--- config.mk ---
export PLATFORM = sky130hd
export DESIGN_NAME = cbor_edge_record_parser_core_flat
export DESIGN_NICKNAME = d
export VERILOG_FILES = /design/src/rtl/core/cerp_pkg.sv /design/src/rtl/core/cerp_in_if.sv /design/src/rtl/core/cerp_out_if.sv /design/src/rtl/core/cerp_step.sv /design/src/rtl/core/cbor_edge_record_parser_core.sv /design/src/flat_wrapper.sv
export SDC_FILE = /design/constraint.sdc
export NUM_CORES = 1
export LEC_CHECK = 0
export BUFFER_PORTS_ARGS = -buffer_cell sky130_fd_sc_hd__buf_2
export CAP_MARGIN = 20
export CORE_MARGIN = 2
export CORE_UTILIZATION = 51
export CTS_BUF_LIST = sky130_fd_sc_hd__clkbuf_8 sky130_fd_sc_hd__clkbuf_16
export CTS_CLUSTER_SIZE = 8
export DETAILED_ROUTE_END_ITERATION = 8
export PLACE_DENSITY = 0.74
export SLEW_MARGIN = 5
export SYNTH_ARGS = -nofsm -noshare
export SYNTH_HDL_FRONTEND = slang
export SYNTH_SLANG_ARGS = --single-unit
--- constraint.sdc ---
create_clock -name clk_i -period 2.94 [get_ports clk_i]
set_input_delay 0.588 -clock clk_i [delete_from_list [all_inputs] [get_ports clk_i]]
set_output_delay 0.588 -clock clk_i [all_outputs]
set_load 0.02 [all_outputs]
--- src/rtl/core/cerp_pkg.sv ---
// Package for the CBOR edge record parser: payload structs, parser state,
// phase codes and the hex digit helper. No dependencies.

package cerp_pkg;

  localparam logic [2:0] PH_MAP  = 3'd0;
  localparam logic [2:0] PH_KEY  = 3'd1;
  localparam logic [2:0] PH_SHDR = 3'd2;
  localparam logic [2:0] PH_SEXT = 3'd3;
  localparam logic [2:0] PH_HASH = 3'd4;
  localparam logic [2:0] PH_SKIP = 3'd5;
  localparam logic [2:0] PH_THDR = 3'd6;
  localparam logic [2:0] PH_ERR  = 3'd7;

  localparam logic [2:0] MAJ_UINT  = 3'd0;
  localparam logic [2:0] MAJ_BSTR  = 3'd2;
  localparam logic [2:0] MAJ_MAP   = 3'd5;

  localparam logic [4:0] MAX_ENTRIES = 5'd23;
  localparam logic [4:0] AI_1BYTE    = 5'd24;
  localparam logic [4:0] AI_2BYTE    = 5'd25;
  localparam logic [4:0] AI_4BYTE    = 5'd26;
  localparam logic [4:0] AI_8BYTE    = 5'd27;

  localparam logic [4:0] KEY_HASH  = 5'd0;
  localparam logic [4:0] KEY_SKIP3 = 5'd1;
  localparam logic [4:0] KEY_UINT  = 5'd2;

  localparam logic [5:0] HASH_LEN_SHORT = 6'd20;
  localparam logic [5:0] HASH_LEN_LONG  = 6'd32;
  localparam logic [3:0] KEY1_SKIP      = 4'd3;

  localparam logic [6:0] ASCII_ZERO = 7'd48;
  localparam logic [6:0] ASCII_AOFS = 7'd87;

  typedef struct packed {
    logic [7:0] in_byte;
    logic       last_byte;
  } in_t;

  typedef struct packed {
    logic       hash_valid;
    logic [7:0] hash_byte;
    logic [4:0] hash_index;
    logic [5:0] hash_length;
    logic [6:0] hex_high;
    logic [6:0] hex_low;
    logic       record_end;
    logic       status;
  } out_t;

  typedef struct packed {
    logic [2:0] phase;
    logic [4:0] entries_left;
    logic [5:0] string_length;
    logic [5:0] string_count;
    logic [3:0] skip_left;
  } state_t;

  localparam state_t STATE_RESET = '{
    phase:         PH_MAP,
    entries_left:  5'd0,
    string_length: 6'd0,
    string_count:  6'd0,
    skip_left:     4'd0
  };

  function automatic logic [6:0] hex_digit(input logic [3:0] nib);
    logic [6:0] ext;
    ext = {3'b000, nib};
    if (nib < 4'd10) begin
      return ASCII_ZERO + ext;
    end
    return ASCII_AOFS + ext;
  endfunction

endpackage

--- src/rtl/core/cerp_in_if.sv ---
// Byte input channel of the CBOR edge record parser: valid/ready plus payload.
// Depends on cerp_pkg.

interface cerp_in_if;
  logic         valid;
  logic         ready;
  cerp_pkg::in_t data;

  modport source (output valid, output data, input ready);
  modport sink   (input valid, input data, output ready);
endinterface

--- src/rtl/core/cerp_out_if.sv ---
// Result channel of the CBOR edge record parser: valid/ready plus payload.
// Depends on cerp_pkg.

interface cerp_out_if;
  logic          valid;
  logic          ready;
  cerp_pkg::out_t data;

  modport source (output valid, output data, input ready);
  modport sink   (input valid, input data, output ready);
endinterface

--- src/rtl/core/cerp_step.sv ---
// Next-state and result logic of the parser for one record byte.
// Purely combinational; depends on cerp_pkg.

module cerp_step (
  input  cerp_pkg::state_t state_i,
  input  cerp_pkg::in_t    byte_i,
  output cerp_pkg::state_t state_o,
  output cerp_pkg::out_t   res_o
);

  logic [2:0] major;
  logic [4:0] low;
  logic [5:0] cnt_inc;
  logic [3:0] skip_dec;
  logic       hv;
  logic       bad;
  cerp_pkg::state_t nxt;

  assign major    = byte_i.in_byte[7:5];
  assign low      = byte_i.in_byte[4:0];
  assign cnt_inc  = state_i.string_count + 6'd1;
  assign skip_dec = state_i.skip_left - 4'd1;

  always_comb begin
    nxt = state_i;
    hv  = 1'b0;
    case (state_i.phase)
      cerp_pkg::PH_MAP: begin
        if (major != cerp_pkg::MAJ_MAP || low > cerp_pkg::MAX_ENTRIES) begin
          nxt.phase = cerp_pkg::PH_ERR;
        end else begin
          nxt.entries_left = low;
          nxt.phase        = cerp_pkg::PH_KEY;
        end
      end
      cerp_pkg::PH_KEY: begin
        if (state_i.entries_left != 5'd0) begin
          nxt.entries_left = state_i.entries_left - 5'd1;
          if (major != cerp_pkg::MAJ_UINT) begin
            nxt.phase = cerp_pkg::PH_ERR;
          end else if (low == cerp_pkg::KEY_HASH) begin
            nxt.phase = cerp_pkg::PH_SHDR;
          end else if (low == cerp_pkg::KEY_SKIP3) begin
            nxt.skip_left = cerp_pkg::KEY1_SKIP;
            nxt.phase     = cerp_pkg::PH_SKIP;
          end else if (low == cerp_pkg::KEY_UINT) begin
            nxt.phase = cerp_pkg::PH_THDR;
          end else begin
            nxt.phase = cerp_pkg::PH_ERR;
          end
        end
      end
      cerp_pkg::PH_SHDR: begin
        if (major != cerp_pkg::MAJ_BSTR) begin
          nxt.phase = cerp_pkg::PH_ERR;
        end else if (low == cerp_pkg::AI_1BYTE) begin
          nxt.phase = cerp_pkg::PH_SEXT;
        end else if ({1'b0, low} == cerp_pkg::HASH_LEN_SHORT) begin
          nxt.string_length = {1'b0, low};
          nxt.string_count  = 6'd0;
          nxt.phase         = cerp_pkg::PH_HASH;
        end else begin
          nxt.phase = cerp_pkg::PH_ERR;
        end
      end
      cerp_pkg::PH_SEXT: begin
        if (byte_i.in_byte == {2'b00, cerp_pkg::HASH_LEN_SHORT} ||
            byte_i.in_byte == {2'b00, cerp_pkg::HASH_LEN_LONG}) begin
          nxt.string_length = byte_i.in_byte[5:0];
          nxt.string_count  = 6'd0;
          nxt.phase         = cerp_pkg::PH_HASH;
        end else begin
          nxt.phase = cerp_pkg::PH_ERR;
        end
      end
      cerp_pkg::PH_HASH: begin
        hv               = 1'b1;
        nxt.string_count = cnt_inc;
        if (cnt_inc >= state_i.string_length) begin
          nxt.phase = cerp_pkg::PH_KEY;
        end
      end
      cerp_pkg::PH_SKIP: begin
        nxt.skip_left = skip_dec;
        if (skip_dec == 4'd0) begin
          nxt.phase = cerp_pkg::PH_KEY;
        end
      end
      cerp_pkg::PH_THDR: begin
        case (low)
          cerp_pkg::AI_1BYTE: nxt.skip_left = 4'd1;
          cerp_pkg::AI_2BYTE: nxt.skip_left = 4'd2;
          cerp_pkg::AI_4BYTE: nxt.skip_left = 4'd4;
          cerp_pkg::AI_8BYTE: nxt.skip_left = 4'd8;
          default:            nxt.skip_left = 4'd0;
        endcase
        nxt.phase = (nxt.skip_left == 4'd0) ? cerp_pkg::PH_KEY : cerp_pkg::PH_SKIP;
      end
      default: begin
        nxt.phase = cerp_pkg::PH_ERR;
      end
    endcase
  end

  always_comb begin
    bad = (nxt.phase == cerp_pkg::PH_ERR);
    if (byte_i.last_byte) begin
      if (nxt.phase == cerp_pkg::PH_MAP  || nxt.phase == cerp_pkg::PH_SHDR ||
          nxt.phase == cerp_pkg::PH_SEXT || nxt.phase == cerp_pkg::PH_HASH ||
          nxt.phase == cerp_pkg::PH_THDR) begin
        bad = 1'b1;
      end
      if ((nxt.phase == cerp_pkg::PH_KEY || nxt.phase == cerp_pkg::PH_SKIP) &&
          nxt.entries_left != 5'd0) begin
        bad = 1'b1;
      end
    end
  end

  always_comb begin
    res_o.hash_valid  = hv;
    res_o.hash_byte   = hv ? byte_i.in_byte : 8'd0;
    res_o.hash_index  = hv ? state_i.string_count[4:0] : 5'd0;
    res_o.hash_length = nxt.string_length;
    res_o.hex_high    = hv ? cerp_pkg::hex_digit(byte_i.in_byte[7:4]) : cerp_pkg::ASCII_ZERO;
    res_o.hex_low     = hv ? cerp_pkg::hex_digit(byte_i.in_byte[3:0]) : cerp_pkg::ASCII_ZERO;
    res_o.record_end  = byte_i.last_byte;
    res_o.status      = bad;
  end

  // a record's final byte returns the parser to its reset state
  assign state_o = byte_i.last_byte ? cerp_pkg::STATE_RESET : nxt;

endmodule

--- src/rtl/core/cbor_edge_record_parser_core.sv ---
// Top level of the CBOR edge record parser: state and result registers.
// Depends on cerp_pkg, cerp_in_if, cerp_out_if and cerp_step.
//
// Usage:
//   in_i  carries one record byte per transaction (in_byte, last_byte);
//         last_byte marks the final byte, the next byte starts a new record.
//   out_o carries exactly one result per input byte, in order: hash byte
//         flag, byte, index and length, its two lowercase hex digits,
//         record_end and a status bit that is final on record_end.
//   A byte accepted at one edge has its result valid after that edge.
//   It takes one byte per cycle while results are taken; the parser state is
//   a single register updated by one level of decode logic per byte.
//   The block takes a new byte while a result is held, as long as that
//   result is taken in the same cycle; when the receiver stalls, the result
//   register holds and in_i.ready drops until it is taken.
//   Reset puts the parser at the start of a record (expecting a map header)
//   and empties the result register.

module cbor_edge_record_parser_core (
  input  logic              clk_i,
  input  logic              rst_ni,
  cerp_in_if.sink           in_i,
  cerp_out_if.source        out_o
);

  cerp_pkg::state_t state_q;
  cerp_pkg::state_t state_d;
  cerp_pkg::out_t   res_d;
  cerp_pkg::out_t   res_q;
  logic             valid_q;
  logic             accept;

  assign in_i.ready = !valid_q || out_o.ready;
  assign accept     = in_i.valid && in_i.ready;

  cerp_step u_step (
    .state_i (state_q),
    .byte_i  (in_i.data),
    .state_o (state_d),
    .res_o   (res_d)
  );

  always_ff @(posedge clk_i or negedge rst_ni) begin
    if (!rst_ni) begin
      state_q <= cerp_pkg::STATE_RESET;
      valid_q <= 1'b0;
    end else begin
      if (accept) begin
        state_q <= state_d;
        valid_q <= 1'b1;
      end else if (out_o.ready) begin
        valid_q <= 1'b0;
      end
    end
  end

  always_ff @(posedge clk_i) begin
    if (accept) begin
      res_q <= res_d;
    end
  end

  assign out_o.valid = valid_q;
  assign out_o.data  = res_q;

endmodule

--- src/flat_wrapper.sv ---
// flat-port wrapper written by rule: the top's interface ports become plain ports
module cbor_edge_record_parser_core_flat 
  (clk_i, rst_ni, in_i_valid, in_i_data, in_i_ready, out_o_valid, out_o_data, out_o_ready);
  cerp_in_if in_i_i ();
  cerp_out_if out_o_i ();
  input  logic clk_i;
  input  logic rst_ni;
  input wire logic [$bits(in_i_i.valid)-1:0] in_i_valid;
  input wire logic [$bits(in_i_i.data)-1:0] in_i_data;
  output wire logic [$bits(in_i_i.ready)-1:0] in_i_ready;
  output wire logic [$bits(out_o_i.valid)-1:0] out_o_valid;
  output wire logic [$bits(out_o_i.data)-1:0] out_o_data;
  input wire logic [$bits(out_o_i.ready)-1:0] out_o_ready;
  assign in_i_i.valid = in_i_valid;
  assign in_i_i.data = in_i_data;
  assign in_i_ready = in_i_i.ready;
  assign out_o_valid = out_o_i.valid;
  assign out_o_data = out_o_i.data;
  assign out_o_i.ready = out_o_ready;
  cbor_edge_record_parser_core u_core (.clk_i(clk_i), .rst_ni(rst_ni), .in_i(in_i_i), .out_o(out_o_i));
endmodule
### After elaboration in Yosys (flattened, before gate mapping)

Cells that the tools add are included.
W data, S select, Z words.

| storage, ports and cells | value |
|---|---|
| logic and storage cells | 123 |
| flip-flop bits (word level) | 61 |
| output and inout port bits | 38 |
| input port bits | 13 |

| cells by class | value |
|---|---|
| reduce and logical (&&, ||, !) cells | 24 |
| equality and inequality tests | 32 |
| order comparisons | 4 |
| mux-type cells | 42 |
| add/sub/neg operators | 7 |

Operators with widths:

| kind | number |
|---|---|
| $mux W12 | 4 |
| $mux W7 | 4 |
| $mux W3 | 9 |
| $ne A3 B3 Y1 const B | 9 |
| $eq A5 B5 Y1 const B | 5 |
| $mux W24 | 1 |
| $eq A3 B3 Y1 const B | 7 |
| $pmux W3 S7 | 1 |
| $mux W4 | 5 |
| $pmux W6 S3 | 1 |
| $pmux W4 S4 | 1 |
| $add A6 B4 Y7 const A | 2 |
| $add A7 B4 Y7 const A | 2 |
| $eq A3 B2 Y1 const B | 4 |
| $pmux W4 S3 | 1 |
| $pmux W6 S2 | 1 |
| $reduce_and A6 Y1 | 2 |
| $pmux W5 S2 | 1 |
| $reduce_bool A5 Y1 | 2 |
| $mux W1 | 9 |
| $eq A8 B5 Y1 const B | 1 |
| $eq A8 B6 Y1 const B | 1 |
| $logic_not A4 Y1 | 2 |
| $logic_or A1 B1 Y1 | 8 |
| 20 further kinds | 26 |

### Depth between registers and ports, before layout

| depth | value |
|---|---|
| depth after elaboration | 15 |
| mapped depth | 11 |
| depth with buffers taken out | 11 |

### Cells and area by module

Synthesis repeated with hierarchy kept, for this count alone.

| unflattened totals | value |
|---|---|
| cells, all modules | 350 |
| area, all modules | 3758.6 um^2 |

Modules (own cells, without submodules):

| module | times used | cells an instance | area an instance (um^2) | seq. area each (um^2) |
|---|---|---|---|---|
| cbor_edge_record_parser_core | 1 | 91 | 2105.8 | 1706.6 |
| cerp_step | 1 | 259 | 1652.8 | 0.0 |

### Worst setup path after synthesis

OpenSTA, ideal clock, no wires.

| timing path | value |
|---|---|
| path kind | in2reg |
| start | input out_o_ready |
| end | register u_core.state_q[13] (netlist bit) |
| stages on the path | 6 |
| arrival time | 2.661 ns |
| path slack | 0.160 ns |
| library setup time | 0.119 ns |
| data required time | 2.821 ns |
| path buffers | 1 |
| cell sequence | nand2b_1 -> nand2_1 -> inv_1 -> clkbuf_1 -> o21ai_0 -> and2_1 |

| between the ends | value |
|---|---|
| cells in the longest elaborated chain, start to end | 2 |

Ends and longest elaborated chain:

| what | line | RTL |
|---|---|---|
| start, declared | flat_wrapper.sv:13 | `input wire logic [$bits(out_o_i.ready)-1:0] out_o_ready;` |
| $logic_or A1 B1 Y1 | cbor_edge_record_parser_core.sv:33 | `assign in_i.ready = !valid_q \|\| out_o.ready;` |
| $logic_and A1 B1 Y1 | cbor_edge_record_parser_core.sv:34 | `assign accept = in_i.valid && in_i.ready;` |
| named net u_core.accept | cbor_edge_record_parser_core.sv:31 | `logic accept;` |
| end signal, assigned | cbor_edge_record_parser_core.sv:45 | `state_q <= cerp_pkg::STATE_RESET;` |
| end signal, assigned | cbor_edge_record_parser_core.sv:49 | `state_q <= state_d;` |
| end, declared | cbor_edge_record_parser_core.sv:26 | `cerp_pkg::state_t state_q;` |

The timed path passes the listed nets, and every way through them passes these cells.
A chain may end at the register's enable or synchronous reset.

==> flow_results.org <==
** Worst setup path
- Critical Path AT :: 2800 ps
- Cells along the critical path :: ha_1 -> nand3_1 -> xor2_1 -> inv_1 -> ha_1 -> a21o_1 -> a211o_1 -> o21ai_1 -> nand2_1 -> a32o_1
- The worst register-to-register path has a depth of 10.
- STA classifies the critical path startpoint as a flip-flop.
- Data required time at the worst endpoint :: 3040 ps
- The setup check on the worst reg-to-reg path leaves a slack of about 240 ps.
- Source of the worst register-to-register timing path :: u_core.state_q[4]
- Master of the slowest instance on the critical path :: dfrtp_1
- Worst flop-to-flop path endpoint :: u_core.out_o.data[0]
- Critical Setup Path Class :: flip-flop to flip-flop
- In this design, the stage delay of the slowest critical-path cell is 440 ps.
- Largest fanout on the critical path :: 6
- STA classifies the critical path endpoint as a flip-flop.
- Buffers and inverters on the worst path :: 1
- On the critical path the largest part of the delay comes from compound AO/OA/AOI/OAI gates.
- Most frequent cell on the critical path :: ha_1

** CTS
- Counting along the longest clock path gives a buffer depth of 2.
- Root buffer cell :: clkbuf_8
- Clock tree synthesis found a total of between 60 and 70 sinks.
- Clock transition at path regs :: roughly 70 ps
- Number of H-tree levels :: 3
- CTS tree :: yes
- Number of buffers created by CTS :: 9
- Clock latency on the worst-skew pair, taken at its later pin, is about 340 ps.

** Synth
- Syn. warnings :: 0
- In this run, synthesis produced a sequential element count of 61.
- Yosys mapped the design onto 57 distinct sky130hd cell types.
- Of the total synthesized cell area, the portion taken by XOR and XNOR cells is 0.0200.
- Area fraction in and, or, nand and nor cells after synthesis :: 0.190
- Library cell with the largest summed area after synthesis :: edfxtp_1
- Sequential-to-total area share from yosys stat :: 0.487
- Of the post-synthesis cell area, the dominant cell type holds 0.309.
- Sorting the synthesized cells by area gives the leading types as edfxtp_1, dfrtp_1, ha_1.
- Synthesized cell area :: 0.00350 mm²
- Dominant synthesized flop cell :: edfxtp_1
- Most frequently used cell type in the post-synthesis netlist :: edfxtp_1
- Of the total synthesized cell area, the portion taken by full adders, half adders and majority gates is 0.0643.
- The complex-gate fraction of the synthesized area came to 0.161.
- Most frequent cells after synthesis :: edfxtp_1, nand2_1, nor2_1, inv_1, dfrtp_1
- Dominant combinational cell family by area after synthesis :: simple AND/OR/NAND/NOR gates
- Post-Syn Area per Cell :: 10.1 µm²
- Number of instances in the synthesized netlist :: around 350
- Measured against the total synthesized area, the mux share comes to 0.0186.
- Number of enable-type register cells in the synthesized netlist :: 36
- Of all flip-flops after synthesis, the portion carrying an async set or reset was 0.410.

** Place
- Before CTS, the worst setup slack after placement is 165 ps.
- Count of buffers inserted at the top-level ports :: 50
- Detailed-placement wirelength estimate :: 5560 µm
- Routability-driven placement finished with a final weighted congestion of 0.934.

** STA
- Worst-Margin Slew :: 621 ps
- Count of final hold-check violations :: 0
- Setup violations remaining at the end of the flow were counted as 0.
- Measured against its own limit, the worst slew margin works out to 0.586.
- After layout, the minimum clock period comes to 2700 ps.
- Final max-slew violation count :: 0
- Timing would allow up to 370 MHz.
- Setup ws final :: between 200 and 250 ps
- Layout Skew :: 10.9 ps
- For the final routed database, the setup TNS stands at 0 ps.
- RSZ-0062 raised after global routing :: no
- Dividing the final minimum period by the clock period gives 0.919.

** Outcome
- Outcome :: finished, final reports clean

** Final layout
- 0 antenna diodes ended up in the layout.
- Fraction of final layout cells with drive strength greater than 1 :: 0.207
- Compared with the post-synthesis result, the final layout area differs by 14.9%.
- The multi-input combinational cells in the finished layout cover a total of 0.00160 mm².
- The sequential cells in the finished layout cover a total of roughly 0.0017 mm².
- At the end of the flow, the number of nets in the layout was between 400 and 500.
- The filler cells instantiated in the layout total between 500 and 600.

** Route
- Remaining antenna violation count after routing :: 0
- DRT iter0 DRCs :: 196
- Routed wire length :: 7790 µm
- Via/cell ratio :: 5.86
- Average routed wire per standard cell :: 16.0 µm
- Detailed-router iteration count before antenna repair :: 5
- The routed layout has 2846 vias.
- In the routed design, unresolved DRC markers number 0.

** Pwr
- Areal power density over the cells :: 677 mW/mm²
- Leakage :: 1.80 nW
- Design Power :: 2.72 mW
- Maximum ir drop on the vdd rail :: 0.000298 V

** Floorplan
- Die area :: 0.00754 mm²
- Die Width :: 86.9 µm
- Row cnt :: 30
- Effective utilization at floorplan :: 0.521
- Chip height :: about 87 µm
- Core Region :: 0.00672 mm²
- During I/O placement, the number of pins put on the boundary was 51.

** GRT
- Number of antenna violations at the first check in global routing :: 0
- Vias in the first global route :: ~2.6k
- Global-route wire length before repair :: between 10000 and 15000 µm
- After global routing the overflow that remains totals 0.
- Across every metal layer, demand over resource in global routing totals 0.218.
- Entering global routing, the biggest net connects 33 pins.

** Job
- Total of max-cap violations :: 0

** Hold path
- The min-delay analysis places its worst path in the category input port to asynchronous set/reset pin.
[final cells by class]
class,count,area share
Clock buffer,9,0.0308
Sequential cell,61,0.424
Tap cell,80,0.0249
Clock inverter,7,0.0184
Inverter,27,0.0252
Multi-Input combinational cell,243,0.398
Timing Repair Buffer,59,0.0790
[power breakdown]
| group | leakage [nW] | internal [mW] | switching, mW |
|---|---|---|---|
| registers | 0.684 | 1.02 | 0.104 |
| logic | 1.02 | 0.328 | 0.522 |
| clock network | 0.0996 | 0.394 | 0.354 |
| total | 1.80 | 1.74 | 0.979 |
[timing repair]
action,in CTS,in global routing
buffers inserted,0,0
hold buffers,0,0
setup endpoints to repair,0,1
gates resized for setup,0,1
[cells by family (layout without fill, tap and decap cells)]
group | Yosys count | in the layout
other | 1 | 2
AOI/OAI and AO/OA | 84 | 84
buffers and inverters | 45 | 102
muxes | 6 | 6
and+or+nand+nor | 125 | 125
xor gates and xnor gates | 8 | 8
adders and majority gates | 18 | 18
DFF | 61 | 61
[layer usage]
metal / GRT usage / share of wire / vias to the layer above
li1: - / - / 1360
met1: 0.302 / 0.46 / 1337
met2: 0.333 / 0.46 / 134
met3: 0.0483 / 0.063 / 15
met4: 0.0909 / 0.021 / 0
met5: 0 / 0 / -
[sequential cells by signal (all words and copies together) (netlist names)]
register / cells
u_core.out_o.data: 36
u_core.out_o.valid: 1
u_core.state_q: 24
[through the flow]
| step | hold slack (ps) | cell area (µm²) | instances | utilization |
|---|---|---|---|---|
| 6_report | 260 | 4020 | 486 | 0.599 |
| 5_1_grt | 294 | 4020 | 486 | 0.599 |
| 4_1_cts | 270 | 4020 | 486 | 0.599 |
| 3_5_place_dp | 476 | 3820 | 470 | 0.569 |
| 3_3_place_gp | 474 | 3820 | 470 | 0.569 |
| 2_1_floorplan | 292 | 3500 | 349 | - |
[worst reg2reg max path, stage by stage (launching register included)]
cell and delay (ps):
dfrtp_1 440, ha_1 280, nand3_1 120, xor2_1 210, inv_1 70, ha_1 290
a21o_1 160, a211o_1 320, o21ai_1 210, nand2_1 110, a32o_1 260
[worst max-delay path by stage]
stage / from / to / slack (ps) / depth (start not counted)
2_1_floorplan: out_o_ready / u_core.state_q[13] / 160 / 6
6_report: u_core.state_q[4] / u_core.out_o.data[0] / 240 / 10
5_1_grt: u_core.state_q[4] / u_core.out_o.data[0] / 50 / 11
4_1_cts: u_core.state_q[4] / u_core.out_o.data[0] / 160 / 10
3_3_place_gp: in_i_data[1] / u_core.state_q[10] / 260 / 9
3_5_place_dp: in_i_data[1] / u_core.state_q[10] / 170 / 9
[layout by cell type, fill, tap and decap left out, drive strengths merged, types with 10 or more instances in the layout]
cell type  Yosys  final
nor3          10     10
inv           26     27
nand2         32     32
edfxtp        36     36
buf            7     59
nor2          31     31
dfrtp         25     25
ha            18     18
o21ai         23     23
a21oi         12     12
Power figures use the tool's default switching activity.
